## src/rtl/dro_pkg.sv

```systemverilog
// Shared types, constants and calendar helpers for the DST offset calculator.
package dro_pkg;

    localparam logic [31:0] DAY_SECS     = 32'd86400;
    localparam logic [31:0] HOUR_SECS    = 32'd3600;
    localparam logic signed [16:0] MIN_SECS = 17'sd60;
    // Rounded-up 2^35 / 675; the seconds shifted right by seven, times this, shifted right
    // by 35 give the exact day count for every 32-bit time.
    localparam logic [25:0] DAY_RECIP    = 26'd50903317;
    localparam logic [2:0]  EPOCH_WDAY   = 3'd4;
    localparam logic [1:0]  LEAP_PHASE   = 2'd2;
    localparam logic [7:0]  YEAR_NO_LEAP = 8'd130;
    localparam logic [8:0]  YEAR_LEN     = 9'd365;
    localparam logic [8:0]  LEAP_LEN     = 9'd366;
    localparam logic [3:0]  MONTH_MAX    = 4'd12;
    localparam logic [2:0]  WEEK_LAST    = 3'd5;
    localparam logic [2:0]  WDAY_ALIAS   = 3'd7;
    localparam logic [4:0]  FEB_DAYS     = 5'd28;

    typedef struct packed {
        logic [3:0] month;
        logic [2:0] week;
        logic [2:0] wday;
        logic [4:0] hour;
    } t_rule;

    typedef enum logic {
        ALU_ADD = 1'b0,
        ALU_SUB = 1'b1
    } t_alu_op;

    typedef enum logic [1:0] {
        REG_STD_OFF  = 2'd0,
        REG_DST_MIN  = 2'd1,
        REG_START    = 2'd2,
        REG_END      = 2'd3
    } t_reg_idx;

    function automatic logic [4:0] month_len(input logic [3:0] m, input logic leap);
        logic [4:0] len;
        case (m) inside
            4'd1, 4'd3, 4'd5, 4'd7, 4'd8, 4'd10, 4'd12: len = 5'd31;
            4'd4, 4'd6, 4'd9, 4'd11:                    len = 5'd30;
            4'd2:                                       len = leap ? 5'd29 : 5'd28;
            default:                                    len = 5'd0;
        endcase
        return len;
    endfunction

    function automatic logic [2:0] wd_add(input logic [2:0] a, input logic [2:0] b);
        logic [3:0] s;
        s = {1'b0, a} + {1'b0, b};
        return (s >= 4'd7) ? 3'(s - 4'd7) : s[2:0];
    endfunction

endpackage

```

## src/rtl/dst_rule_offset_calc.sv

```systemverilog
// Top level of the DST rule offset calculator with APB registers and sequencer.
//
// Usage: program the standard offset, DST minutes and the start and end rules over the
// APB port while the block is idle. Each transfer on the s_axis channel carries a 32-bit
// Unix UTC time; one transfer on the m_axis channel returns the DST flag and the total
// offset in minutes for that instant.
// One shared 32-bit adder/comparator does the calendar arithmetic under a small sequencer:
// one reciprocal multiply step for the day count, one step per elapsed year since 1970
// (up to 136) plus one, for each rule one step per month up to the rule's month (up to
// twelve) and four more for the rule's instant, and three compares.
// The time from acceptance to a valid result is set mostly by the year count, and a new
// transfer is taken only once the sequencer is back in idle; with DST disabled the
// sequencer goes from acceptance straight to its result state.
// s_axis_tready is high only while the sequencer is idle. The result sits in an output
// register, so a new time may be accepted while the previous result still waits; if the
// receiver stalls, the sequencer holds its finished result until the output register
// frees up.
// Synchronous reset clears the registers to zero and the sequencer to idle.
module dst_rule_offset_calc
    import dro_pkg::*;
(
    input  logic        i_clk,
    input  logic        i_rst_n,
    input  logic        psel,
    input  logic        penable,
    input  logic        pwrite,
    input  logic [3:0]  paddr,
    input  logic [31:0] pwdata,
    output logic [31:0] prdata,
    output logic        pready,
    input  logic        s_axis_tvalid,
    output logic        s_axis_tready,
    input  logic [31:0] s_axis_tdata,   // [31:0] utc_seconds
    output logic        m_axis_tvalid,
    input  logic        m_axis_tready,
    output logic [15:0] m_axis_tdata    // [0] dst_active, [11:1] total_offset_min, zeros
);

    typedef enum logic [12:0] {
        ST_IDLE  = 13'b0000000000001,
        ST_DIV   = 13'b0000000000010,
        ST_YEAR  = 13'b0000000000100,
        ST_YBASE = 13'b0000000001000,
        ST_MLOOP = 13'b0000000010000,
        ST_PICK  = 13'b0000000100000,
        ST_MUL   = 13'b0000001000000,
        ST_HADD  = 13'b0000010000000,
        ST_OSUB  = 13'b0000100000000,
        ST_CMPS  = 13'b0001000000000,
        ST_CMPE  = 13'b0010000000000,
        ST_CMPO  = 13'b0100000000000,
        ST_FIN   = 13'b1000000000000
    } t_state;

    t_state             r_state, n_state;
    logic signed [10:0] r_std_off;
    logic [6:0]         r_dst_min;
    logic [14:0]        r_start_rule;
    logic [14:0]        r_end_rule;
    logic [31:0]        r_t, n_t;
    logic [31:0]        r_acc, n_acc;
    logic [31:0]        r_ts, n_ts;
    logic [15:0]        r_days, n_days;
    logic [15:0]        r_rem, n_rem;
    logic [15:0]        r_mdays, n_mdays;
    logic [7:0]         r_y, n_y;
    logic [2:0]         r_ywd, n_ywd;
    logic [2:0]         r_wd, n_wd;
    logic [3:0]         r_m, n_m;
    logic               r_sel, n_sel;
    logic               r_ge_s, n_ge_s;
    logic               r_lt_e, n_lt_e;
    logic               r_active, n_active;
    logic               r_ovalid, n_ovalid;
    logic [15:0]        r_odata, n_odata;

    t_rule              w_rule;
    logic [3:0]         w_month;
    logic               w_leap;
    logic [4:0]         w_mlen_cur;
    logic [4:0]         w_mlen_tgt;
    logic [4:0]         w_off;
    logic signed [16:0] w_std_sec;
    logic signed [11:0] w_sum;
    logic [10:0]        w_total;
    logic [50:0]        w_day_prod;
    logic [31:0]        w_alu_a;
    logic [31:0]        w_alu_b;
    t_alu_op            w_alu_op;
    logic [31:0]        w_alu_res;
    logic               w_alu_ge;
    logic               w_wr;

    assign pready        = 1'b1;
    assign w_wr          = psel & penable & pwrite;
    assign s_axis_tready = (r_state == ST_IDLE);
    assign m_axis_tvalid = r_ovalid;
    assign m_axis_tdata  = r_odata;

    always_comb begin
        unique case (t_reg_idx'(paddr[3:2]))
            REG_STD_OFF: prdata = {21'd0, r_std_off};
            REG_DST_MIN: prdata = {25'd0, r_dst_min};
            REG_START:   prdata = {17'd0, r_start_rule};
            REG_END:     prdata = {17'd0, r_end_rule};
            default:     prdata = 32'd0;
        endcase
    end

    assign w_rule     = r_sel ? t_rule'(r_end_rule) : t_rule'(r_start_rule);
    assign w_month    = (w_rule.month > MONTH_MAX) ? MONTH_MAX : w_rule.month;
    assign w_leap     = (r_y[1:0] == LEAP_PHASE) && (r_y != YEAR_NO_LEAP);
    assign w_mlen_cur = month_len(r_m, w_leap);
    assign w_mlen_tgt = month_len(w_month, w_leap);
    assign w_std_sec  = $signed({{6{r_std_off[10]}}, r_std_off}) * MIN_SECS;
    assign w_sum      = {r_std_off[10], r_std_off}
                        + (r_active ? $signed({5'd0, r_dst_min}) : 12'sd0);
    assign w_total    = (!w_sum[11] && w_sum[10]) ? 11'h3FF : w_sum[10:0];
    assign w_day_prod = {26'd0, r_t[31:7]} * {25'd0, DAY_RECIP};

    dro_day_pick u_day_pick (
        .i_first_wd (r_wd),
        .i_rule     (w_rule),
        .i_mlen     (w_mlen_tgt),
        .o_off      (w_off)
    );

    dro_alu u_alu (
        .i_a   (w_alu_a),
        .i_b   (w_alu_b),
        .i_op  (w_alu_op),
        .o_res (w_alu_res),
        .o_ge  (w_alu_ge)
    );

    always_comb begin
        w_alu_a  = r_acc;
        w_alu_b  = 32'd0;
        w_alu_op = ALU_ADD;
        unique case (r_state)
            ST_YEAR: begin
                w_alu_a  = {16'd0, r_rem};
                w_alu_b  = {23'd0, w_leap ? LEAP_LEN : YEAR_LEN};
                w_alu_op = ALU_SUB;
            end
            ST_YBASE: begin
                w_alu_a  = {16'd0, r_days};
                w_alu_b  = {16'd0, r_rem};
                w_alu_op = ALU_SUB;
            end
            ST_MLOOP: begin
                w_alu_a = {16'd0, r_mdays};
                w_alu_b = {27'd0, w_mlen_cur};
            end
            ST_PICK: begin
                w_alu_a = {16'd0, r_mdays};
                w_alu_b = {27'd0, w_off};
            end
            ST_HADD: begin
                w_alu_b = {27'd0, w_rule.hour} * HOUR_SECS;
            end
            ST_OSUB: begin
                w_alu_b  = {{15{w_std_sec[16]}}, w_std_sec};
                w_alu_op = ALU_SUB;
            end
            ST_CMPS: begin
                w_alu_a  = r_t;
                w_alu_b  = r_ts;
                w_alu_op = ALU_SUB;
            end
            ST_CMPE: begin
                w_alu_a  = r_t;
                w_alu_op = ALU_SUB;
                w_alu_b  = r_acc;
            end
            ST_CMPO: begin
                w_alu_a  = r_ts;
                w_alu_b  = r_acc;
                w_alu_op = ALU_SUB;
            end
            ST_IDLE, ST_DIV, ST_MUL, ST_FIN: begin
                w_alu_b = 32'd0;
            end
            default: begin
                w_alu_b = 32'd0;
            end
        endcase
    end

    always_comb begin
        n_state  = r_state;
        n_t      = r_t;
        n_acc    = r_acc;
        n_ts     = r_ts;
        n_days   = r_days;
        n_rem    = r_rem;
        n_mdays  = r_mdays;
        n_y      = r_y;
        n_ywd    = r_ywd;
        n_wd     = r_wd;
        n_m      = r_m;
        n_sel    = r_sel;
        n_ge_s   = r_ge_s;
        n_lt_e   = r_lt_e;
        n_active = r_active;
        n_odata  = r_odata;
        n_ovalid = r_ovalid && !m_axis_tready;
        unique case (r_state)
            ST_IDLE: begin
                if (s_axis_tvalid) begin
                    n_t      = s_axis_tdata;
                    n_acc    = s_axis_tdata;
                    n_active = 1'b0;
                    n_days   = 16'd0;
                    n_state  = (r_dst_min == 7'd0) ? ST_FIN : ST_DIV;
                end
            end
            ST_DIV: begin
                n_days  = w_day_prod[50:35];
                n_rem   = w_day_prod[50:35];
                n_y     = 8'd0;
                n_ywd   = EPOCH_WDAY;
                n_state = ST_YEAR;
            end
            ST_YEAR: begin
                if (w_alu_ge) begin
                    n_rem = w_alu_res[15:0];
                    n_y   = r_y + 8'd1;
                    n_ywd = wd_add(r_ywd, w_leap ? 3'd2 : 3'd1);
                end else begin
                    n_state = ST_YBASE;
                end
            end
            ST_YBASE: begin
                n_days  = w_alu_res[15:0];
                n_mdays = w_alu_res[15:0];
                n_wd    = r_ywd;
                n_m     = 4'd1;
                n_sel   = 1'b0;
                n_state = ST_MLOOP;
            end
            ST_MLOOP: begin
                if (r_m < w_month) begin
                    n_mdays = w_alu_res[15:0];
                    n_wd    = wd_add(r_wd, 3'(w_mlen_cur - FEB_DAYS));
                    n_m     = r_m + 4'd1;
                end else begin
                    n_state = ST_PICK;
                end
            end
            ST_PICK: begin
                n_mdays = w_alu_res[15:0];
                n_state = ST_MUL;
            end
            ST_MUL: begin
                n_acc   = 32'({16'd0, r_mdays} * DAY_SECS);
                n_state = ST_HADD;
            end
            ST_HADD: begin
                n_acc   = w_alu_res;
                n_state = ST_OSUB;
            end
            ST_OSUB: begin
                if (!r_sel) begin
                    n_ts    = w_alu_res;
                    n_sel   = 1'b1;
                    n_mdays = r_days;
                    n_wd    = r_ywd;
                    n_m     = 4'd1;
                    n_state = ST_MLOOP;
                end else begin
                    n_acc   = w_alu_res;
                    n_state = ST_CMPS;
                end
            end
            ST_CMPS: begin
                n_ge_s  = w_alu_ge;
                n_state = ST_CMPE;
            end
            ST_CMPE: begin
                n_lt_e  = !w_alu_ge;
                n_state = ST_CMPO;
            end
            ST_CMPO: begin
                n_active = !w_alu_ge ? (r_ge_s && r_lt_e) : (r_ge_s || r_lt_e);
                n_state  = ST_FIN;
            end
            ST_FIN: begin
                if (!r_ovalid || m_axis_tready) begin
                    n_ovalid = 1'b1;
                    n_odata  = {4'd0, w_total, r_active};
                    n_state  = ST_IDLE;
                end
            end
            default: begin
                n_state = ST_IDLE;
            end
        endcase
    end

    always_ff @(posedge i_clk) begin
        if (!i_rst_n) begin
            r_state      <= ST_IDLE;
            r_ovalid     <= 1'b0;
            r_std_off    <= 11'sd0;
            r_dst_min    <= 7'd0;
            r_start_rule <= 15'd0;
            r_end_rule   <= 15'd0;
        end else begin
            r_state  <= n_state;
            r_ovalid <= n_ovalid;
            if (w_wr) begin
                unique case (t_reg_idx'(paddr[3:2]))
                    REG_STD_OFF: r_std_off    <= pwdata[10:0];
                    REG_DST_MIN: r_dst_min    <= pwdata[6:0];
                    REG_START:   r_start_rule <= pwdata[14:0];
                    REG_END:     r_end_rule   <= pwdata[14:0];
                    default:     r_dst_min    <= r_dst_min;
                endcase
            end
        end
    end

    always_ff @(posedge i_clk) begin
        r_t      <= n_t;
        r_acc    <= n_acc;
        r_ts     <= n_ts;
        r_days   <= n_days;
        r_rem    <= n_rem;
        r_mdays  <= n_mdays;
        r_y      <= n_y;
        r_ywd    <= n_ywd;
        r_wd     <= n_wd;
        r_m      <= n_m;
        r_sel    <= n_sel;
        r_ge_s   <= n_ge_s;
        r_lt_e   <= n_lt_e;
        r_active <= n_active;
        r_odata  <= n_odata;
    end

    a_disabled_fast: assert property (@(posedge i_clk) disable iff (!i_rst_n)
        (s_axis_tvalid && s_axis_tready && r_dst_min == 7'd0)
        |=> (r_state == ST_FIN && !r_active))
        else $error("DST-disabled transfer did not go straight to the result");

    a_div_done: assert property (@(posedge i_clk) disable iff (!i_rst_n)
        (r_state == ST_DIV) |=> (r_state == ST_YEAR))
        else $error("Day count did not hand over to the year count");

    a_year_range: assert property (@(posedge i_clk) disable iff (!i_rst_n)
        (r_state == ST_YEAR) |-> (r_y <= 8'd136))
        else $error("Year count ran past the 32-bit time range");

endmodule

```

## src/rtl/dro_alu.sv

```systemverilog
// Shared 32-bit add, subtract and unsigned compare unit.
module dro_alu
    import dro_pkg::*;
(
    input  logic [31:0] i_a,
    input  logic [31:0] i_b,
    input  t_alu_op     i_op,
    output logic [31:0] o_res,
    output logic        o_ge
);

    logic [32:0] w_sum;
    logic [31:0] w_b;

    assign w_b   = (i_op == ALU_SUB) ? ~i_b : i_b;
    assign w_sum = {1'b0, i_a} + {1'b0, w_b} + {32'd0, (i_op == ALU_SUB)};
    assign o_res = w_sum[31:0];
    assign o_ge  = w_sum[32];

endmodule

```

## src/rtl/dro_day_pick.sv

```systemverilog
// Day offset within the month of a rule's transition.
module dro_day_pick
    import dro_pkg::*;
(
    input  logic [2:0] i_first_wd,
    input  t_rule      i_rule,
    input  logic [4:0] i_mlen,
    output logic [4:0] o_off
);

    logic [2:0] w_wdn;
    logic [2:0] w_delta;
    logic [5:0] w_d6;
    logic [5:0] w_mlen6;
    logic [2:0] w_week;
    logic [5:0] w_step;
    logic [5:0] w_tgt;

    always_comb begin
        w_wdn   = (i_rule.wday == WDAY_ALIAS) ? 3'd0 : i_rule.wday;
        w_delta = wd_add(w_wdn, (i_first_wd == 3'd0) ? 3'd0 : 3'(3'd7 - i_first_wd));
        w_d6    = {3'd0, w_delta};
        w_mlen6 = {1'b0, i_mlen};
        w_week  = (i_rule.week == 3'd0) ? 3'd1 : i_rule.week;
        w_step  = 6'({3'd0, w_week - 3'd1} * 6'd7);
        w_tgt   = w_d6 + w_step;
        if (i_rule.week == WEEK_LAST) begin
            if (w_d6 + 6'd28 < w_mlen6) begin
                o_off = 5'(w_d6 + 6'd28);
            end else if (w_d6 + 6'd21 < w_mlen6) begin
                o_off = 5'(w_d6 + 6'd21);
            end else if (w_d6 + 6'd14 < w_mlen6) begin
                o_off = 5'(w_d6 + 6'd14);
            end else if (w_d6 + 6'd7 < w_mlen6) begin
                o_off = 5'(w_d6 + 6'd7);
            end else begin
                o_off = 5'(w_d6);
            end
        end else if (w_tgt >= w_mlen6) begin
            o_off = 5'(w_d6);
        end else begin
            o_off = 5'(w_tgt);
        end
    end

endmodule
```

## config.mk

```make
export PLATFORM = sky130hd
export DESIGN_NAME = dst_rule_offset_calc
export DESIGN_NICKNAME = d
export VERILOG_FILES = /design/src/rtl/dro_pkg.sv /design/src/rtl/dst_rule_offset_calc.sv /design/src/rtl/dro_alu.sv /design/src/rtl/dro_day_pick.sv
export SDC_FILE = /design/constraint.sdc
export NUM_CORES = 2
export LEC_CHECK = 0
export BUFFER_PORTS_ARGS = -buffer_cell sky130_fd_sc_hd__buf_2
export CAP_MARGIN = 20
export CORE_ASPECT_RATIO = 1.25
export CORE_MARGIN = 2
export CORE_UTILIZATION = 45
export CTS_BUF_LIST = sky130_fd_sc_hd__clkbuf_2 sky130_fd_sc_hd__clkbuf_4 sky130_fd_sc_hd__clkbuf_8
export CTS_CLUSTER_SIZE = 20
export DETAILED_ROUTE_END_ITERATION = 7
export PLACE_DENSITY = 0.6
export SETUP_SLACK_MARGIN = 0.4
export SLEW_MARGIN = 20
export SYNTH_ARGS = -nofsm -noshare
export SYNTH_HDL_FRONTEND = slang
export SYNTH_SLANG_ARGS = --single-unit
```

## constraint.sdc

```tcl
create_clock -name i_clk -period 11.2 [get_ports i_clk]
set_input_delay 2.24 -clock i_clk [delete_from_list [all_inputs] [get_ports i_clk]]
set_output_delay 2.24 -clock i_clk [all_outputs]
set_load 0.005 [all_outputs]
```

After elaboration in Yosys (flattened, before gate mapping). Cells that the tools add are included. Widths: inputs -> output; s select.

Bits in registers: 240. Bits of input ports: 75. Output and inout port bits: 51. Logic and storage cells: 218.

Add/sub/neg operators: 19. $mul: 5. Order comparisons: 10. Eq/ne operators: 52. Multiplexer cells: 62. Bitwise logic cells: 4. Reductions and logical operators: 44.

Operators by type and width (number): $pmux 32 s4 (2); $pmux 32 s8 (1); $pmux 13 s13 (1); $pmux 32 s5 (1); $mux 32 (3); $pmux 16 s3 (2); $mux 13 (5); $mux 16 (4); $mux 5 (12); $mul 25x26->51 const B (1); $eq 4x4->1 const B (10); $add 32x32->33 (1); $add 33x1->33 (1); $eq 4x3->1 const B (8); $not 32->32 (1); $pmux 16 s2 (1); $mux 3 (9); $mul 16x10->25 const B (1); $lt 6x5->1 (4); $reduce_and 2->1 (10); $eq 4x2->1 const B (4); $pmux 8 s2 (1); $mul 11x5->15 const B (1); $mux 15 (1); 65 further kinds (111).

Longest topological paths before layout.
Word-level depth: 20. Depth in mapped cells: 39. Depth with buffers taken out: 35.

Cells and area by module. A second synthesis with hierarchy kept.

Cells, all modules: 3181. Area total of the unflattened synthesis: 29963.7 um^2.

By module, submodules not included: dst_rule_offset_calc (instances 1, cells an instance 2731, area an instance 26620.5 um^2, sequential area each 6586.3 um^2); dro_alu (instances 1, cells an instance 280, area an instance 2050.7 um^2, sequential area each 0.0 um^2); dro_day_pick (instances 1, cells an instance 170, area an instance 1292.5 um^2, sequential area each 0.0 um^2).

Worst setup path after synthesis. OpenSTA, ideal clock, no wires.

Path type: flip-flop to flip-flop. Start point: register r_sel. End point: register r_rem[0] (enable). Setup time: 384 ps. Data arrival time: 9100 ps. Path slack: 1716 ps. Cell stages (with the launch flop): 38. Period minus slack after synthesis: 9484 ps. Cells stage by stage: edfxtp_1 -> buf_2 -> buf_1 -> buf_1 -> clkbuf_1 -> nand3_1 -> o21ai_0 -> ha_1 -> fa_1 -> ha_1 -> buf_2 -> a221oi_4 -> mux2_2 -> ha_1 -> ha_1 -> fa_1 -> ha_1 -> o21ai_0 -> [2 not listed] -> o221ai_1 -> mux2i_1 -> o21ai_0 -> a31oi_1 -> a21oi_1 -> fa_1 -> nor2b_1 -> o21ai_0 -> a21boi_0 -> o21a_1 -> o21ai_0 -> a31o_2 -> a211oi_1 -> and3b_1 -> o21ai_0 -> o31ai_1 -> nand2_1 -> nand2_1.

Word-level cells in the longest chain between the ends: 20. Elaborated cells on any way between the ends: 55. Those cells by class: add/sub: 10; mul: 2; order compare: 7; eq/ne: 15; mux: 16; bitwise: 1; reduce/logical: 4.

RTL lines: start: declaration (RTL line dst_rule_offset_calc.sv:70) `logic r_sel, n_sel;`; start signal: assignment (RTL line dst_rule_offset_calc.sv:335) `r_sel <= n_sel;`; $mux 15 * (RTL line dst_rule_offset_calc.sv:110) `assign w_rule = r_sel ? t_rule'(r_end_rule) : t_rule'(r_start_rule);`; branches (longest 12 deep; another with $mul 3x3->6); $pmux 32 s8 * (RTL line dst_rule_offset_calc.sv:140) `unique case (r_state)`; $not 32->32 (RTL line dro_alu.sv:15) `assign w_b = (i_op == ALU_SUB) ? ~i_b : i_b;`; $mux 32 * (RTL line dro_alu.sv:15); $add 32x32->33 * (RTL line dro_alu.sv:16) `assign w_sum = {1'b0, i_a} + {1'b0, w_b} + {32'd0, (i_op == ALU_SUB)};`; $add 33x1->33 * (RTL line dro_alu.sv:16); via u_alu.o_ge (RTL line dro_alu.sv:9) `output logic o_ge`; $ne 2x1->1 (no source line) *; $reduce_and 2->1 (no source line) *; end signal: assignment (RTL line dst_rule_offset_calc.sv:329) `r_rem <= n_rem;`; end: declaration (RTL line dst_rule_offset_calc.sv:64) `logic [15:0] r_rem, n_rem;`.

Mark *: on every way through the listed nets, which the timed path passes. A chain may end at the register's enable or synchronous reset.

Worst setup path in the final report.
Start point: register r_sel. End point: register r_rem[10] (enable).

The elaborated chain is that of the path after synthesis.

==> flow_summary.ini <==
[clock_tree]
cts_buffers = 43
cts_tree = done
cts_resized = 0
cts_sinks = 240
htreeDepth = 2
postCtsHoldBufs = 0
cts-root-buf = clkbuf_8
cts.path.max_buffers = 3
clk-insertion-delay-late_ns = 0.67
postCtsSetupBuffers = 0
clkTransAtPathRegs_ns = 0.07

[cells_and_area]
area.growth.synth_to_final_pct = 7.99
drive_above_1_share_pct = 8.11
nFillCells = 5932
fin_nets = 3898

[synthesis]
async_flop_share_pct = 0
synthTopCellsByCount = 490 x ha_1, 488 x inv_1, 237 x nand2_1, 236 x fa_1, 178 x edfxtp_1
yosysWarnings = 0
netlist_area_um2 = 28900
postSynthAreaPerCell_um2 = 9.55
synth_most_common_cell = ha_1
synth_edf_count = 178
muxShareOfSynthArea_pct = 2.48
yosysTopAreaCell = ha_1
synth-adder-area-share_pct = 37.6
synthSimpleGateAreaFrac_pct = 10.9
synthXorXnorAreaFrac_pct = 3.78
synth_cell_types = 95
yosysSeqAreaShare_pct = 22.8
ys.flop_type = edfxtp_1
synth_top_area_share_pct = 21.2
synth_top_family_by_area = adder cells
ys_top_cells_by_area = ha_1 21%, edfxtp_1 18%, fa_1 16%
synth-seq-cells = 240
synth_compound_area_share_pct = 14.2
syn_inst = 3025

[floorplanning]
chipHeight_um = 287
start_util_pct = 45.6
fp.coreArea_um2 = 63400
ios = 126
rows = 103
die-area_um2 = 66300
fp.dieW_um = 231

[power_and_ir_drop]
pwr-share-clk_pct = 9.9
p_comb_share_pct = 76.8
power_switching_mw = 4.63
leakagePower_nw = 14.8
power_frac_seq_pct = 13.3
sw_frac_of_total_pct = 50.7
vdd_drop_max_mv = 0.556
p_per_area_nw_per_um2 = 293
power.internal_mw = 4.50

[placement]
io_buffers = 84
place_congestion = 0.938
hpwl_um = 69200
place_ws_ns = 1.59

[sta]
setup_violations = 0
slew_violations = 0
fin_worst_skew_ns = 0.0707
period_share_pct = 86.9
fin_ws_ns = 1.46
fin_crit_ns = 9.74
setup-tns-final_ns = 0
worstMarginPinSlew_ns = 1.09
rsz0062_at_grt = false
finalHoldViolCount = 0
slew_headroom_pct = 26.9
max_freq_mhz = 103

[route]
wire_per_inst_um = 22.0
drt_iter0_drc = 1982
wl_um = 87600
dr.pass1.iters = 8
drc = 18
vias_per_cell = 5.75
vias = 22800
antenna_left = 0

[run]
drv_cap = 0

[setup_path]
max_stage_delay_ns = 0.63
path_class = flop to flop
rr_worst_depth = 33
cp_data_required_time_ns = 11.44
end_kind = flop
worstPathArrival_ns = 9.98
crit_path_start_kind = flop
slowest_stage = a211oi_1
regToRegSetupSlack_ns = 1.46
cpMostUsedCell = o21ai_0
path_max_fanout = 27

[outcome]
status = complete, but fails checks
violations = DRC

[global_routing]
grt_pass1_vias = 23900
grt_max_degree = 54
grt_pass1_wl_um = 136000
antenna_found_initial = 3
grt.total_usage_pct = 26.7
grt_remaining_overflow = 0

[hold_path]
holdPathStages = 2
hold_path_class = flop to flop
==> through the flow <==
stage	cells	util, %	power [mW]	hold slack [ns]	cell area (um^2)
after detailed placement	3891	47.7	8.22	0.477	30300
after CTS	3970	49.2	9.20	0.485	31200
after floorplan	3045	-	6.10	0.450	29000
final	3974	49.2	9.13	0.489	31200
after global routing	3972	49.2	10.2	0.498	31200
after global placement	3891	47.7	8.10	0.460	30300
==> per-layer routing <==
metal / vias to the layer above / part of all wire [%] / track usage [%]
li1: 10600 / - / -
met5: - / 0 / 0
met1: 11300 / 39 / 32.4
met4: 0 / 5.0 / 12.2
met2: 829 / 50 / 47.5
met3: 190 / 5.8 / 3.13
==> area by class of cell <==
class	instances	area [um^2]	area share, %
repair buffers	121	711	2.28
clock inverters	15	120	0.385
clock buffers	64	787	2.52
flip-flops and latches	240	6590	21.1
well taps	840	1050	3.37
multi-input cells	2199	20100	64.4
inverters	492	1850	5.92
diodes	3	7.51	0.0241
==> critical path: cells and delay by family, from the launching register on <==
kind	cells	cell delay, ns
and+or+nand+nor	5	0.68
adders and majority gates	8	2.83
buffers and inverters	2	0.68
AOI/OAI and AO/OA	16	3.89
DFF	1	0.48
muxes	2	0.74
==> cell usage in the layout (no fill, tap or decap), types with 74 or more instances in the layout <==
master / instances
edfxtp_1: 178
a21oi_1: 128
o21ai_0: 142
inv_1: 488
xnor2_1: 74
nor2_1: 141
nand2_1: 237
ha_1: 490
buf_2: 84
fa_1: 236
==> power by group through the flow <==
stage / clock [mW] / sequential, mW / combinational [mW]
2_1_floorplan: 0 / 1.21 / 4.89
3_3_place_gp: 0 / 1.23 / 6.87
3_5_place_dp: 0 / 1.24 / 6.98
4_1_cts: 0.918 / 1.22 / 7.06
5_1_grt: 0.948 / 1.22 / 8.01
6_report: 0.900 / 1.22 / 7.01
==> state kept, by name (all words and copies together), names as in the netlist <==
register	count
r_y	8
r_end_rule	15
r_dst_min	7
r_sel	1
r_rem	16
m_axis_tdata	12
r_ge_s	1
r_ts	32
r_lt_e	1
r_days	16
r_active	1
r_std_off	11
r_acc	32
r_m	4
r_mdays	16
r_wd	3
r_state	13
m_axis_tvalid	1
r_start_rule	15
r_ywd	3
r_t	32
==> kinds of logic after synthesis <==
group	Yosys count
buffers and inverters	606
and+or+nand+nor	655
muxes	62
other	2
xor gates and xnor gates	121
AOI/OAI and AO/OA	613
adders and majority gates	726
DFF	240
==> worst paths after layout <==
kind	startpoint	endpoint
worst max register to register	r_sel	r_rem[10]
worst min-delay path	r_end_rule[3]	r_end_rule[3]
worst max-delay path	r_sel	r_rem[10]
worst min register to register	r_end_rule[3]	r_end_rule[3]
No activity file was read; power rests on OpenSTA's default activity.
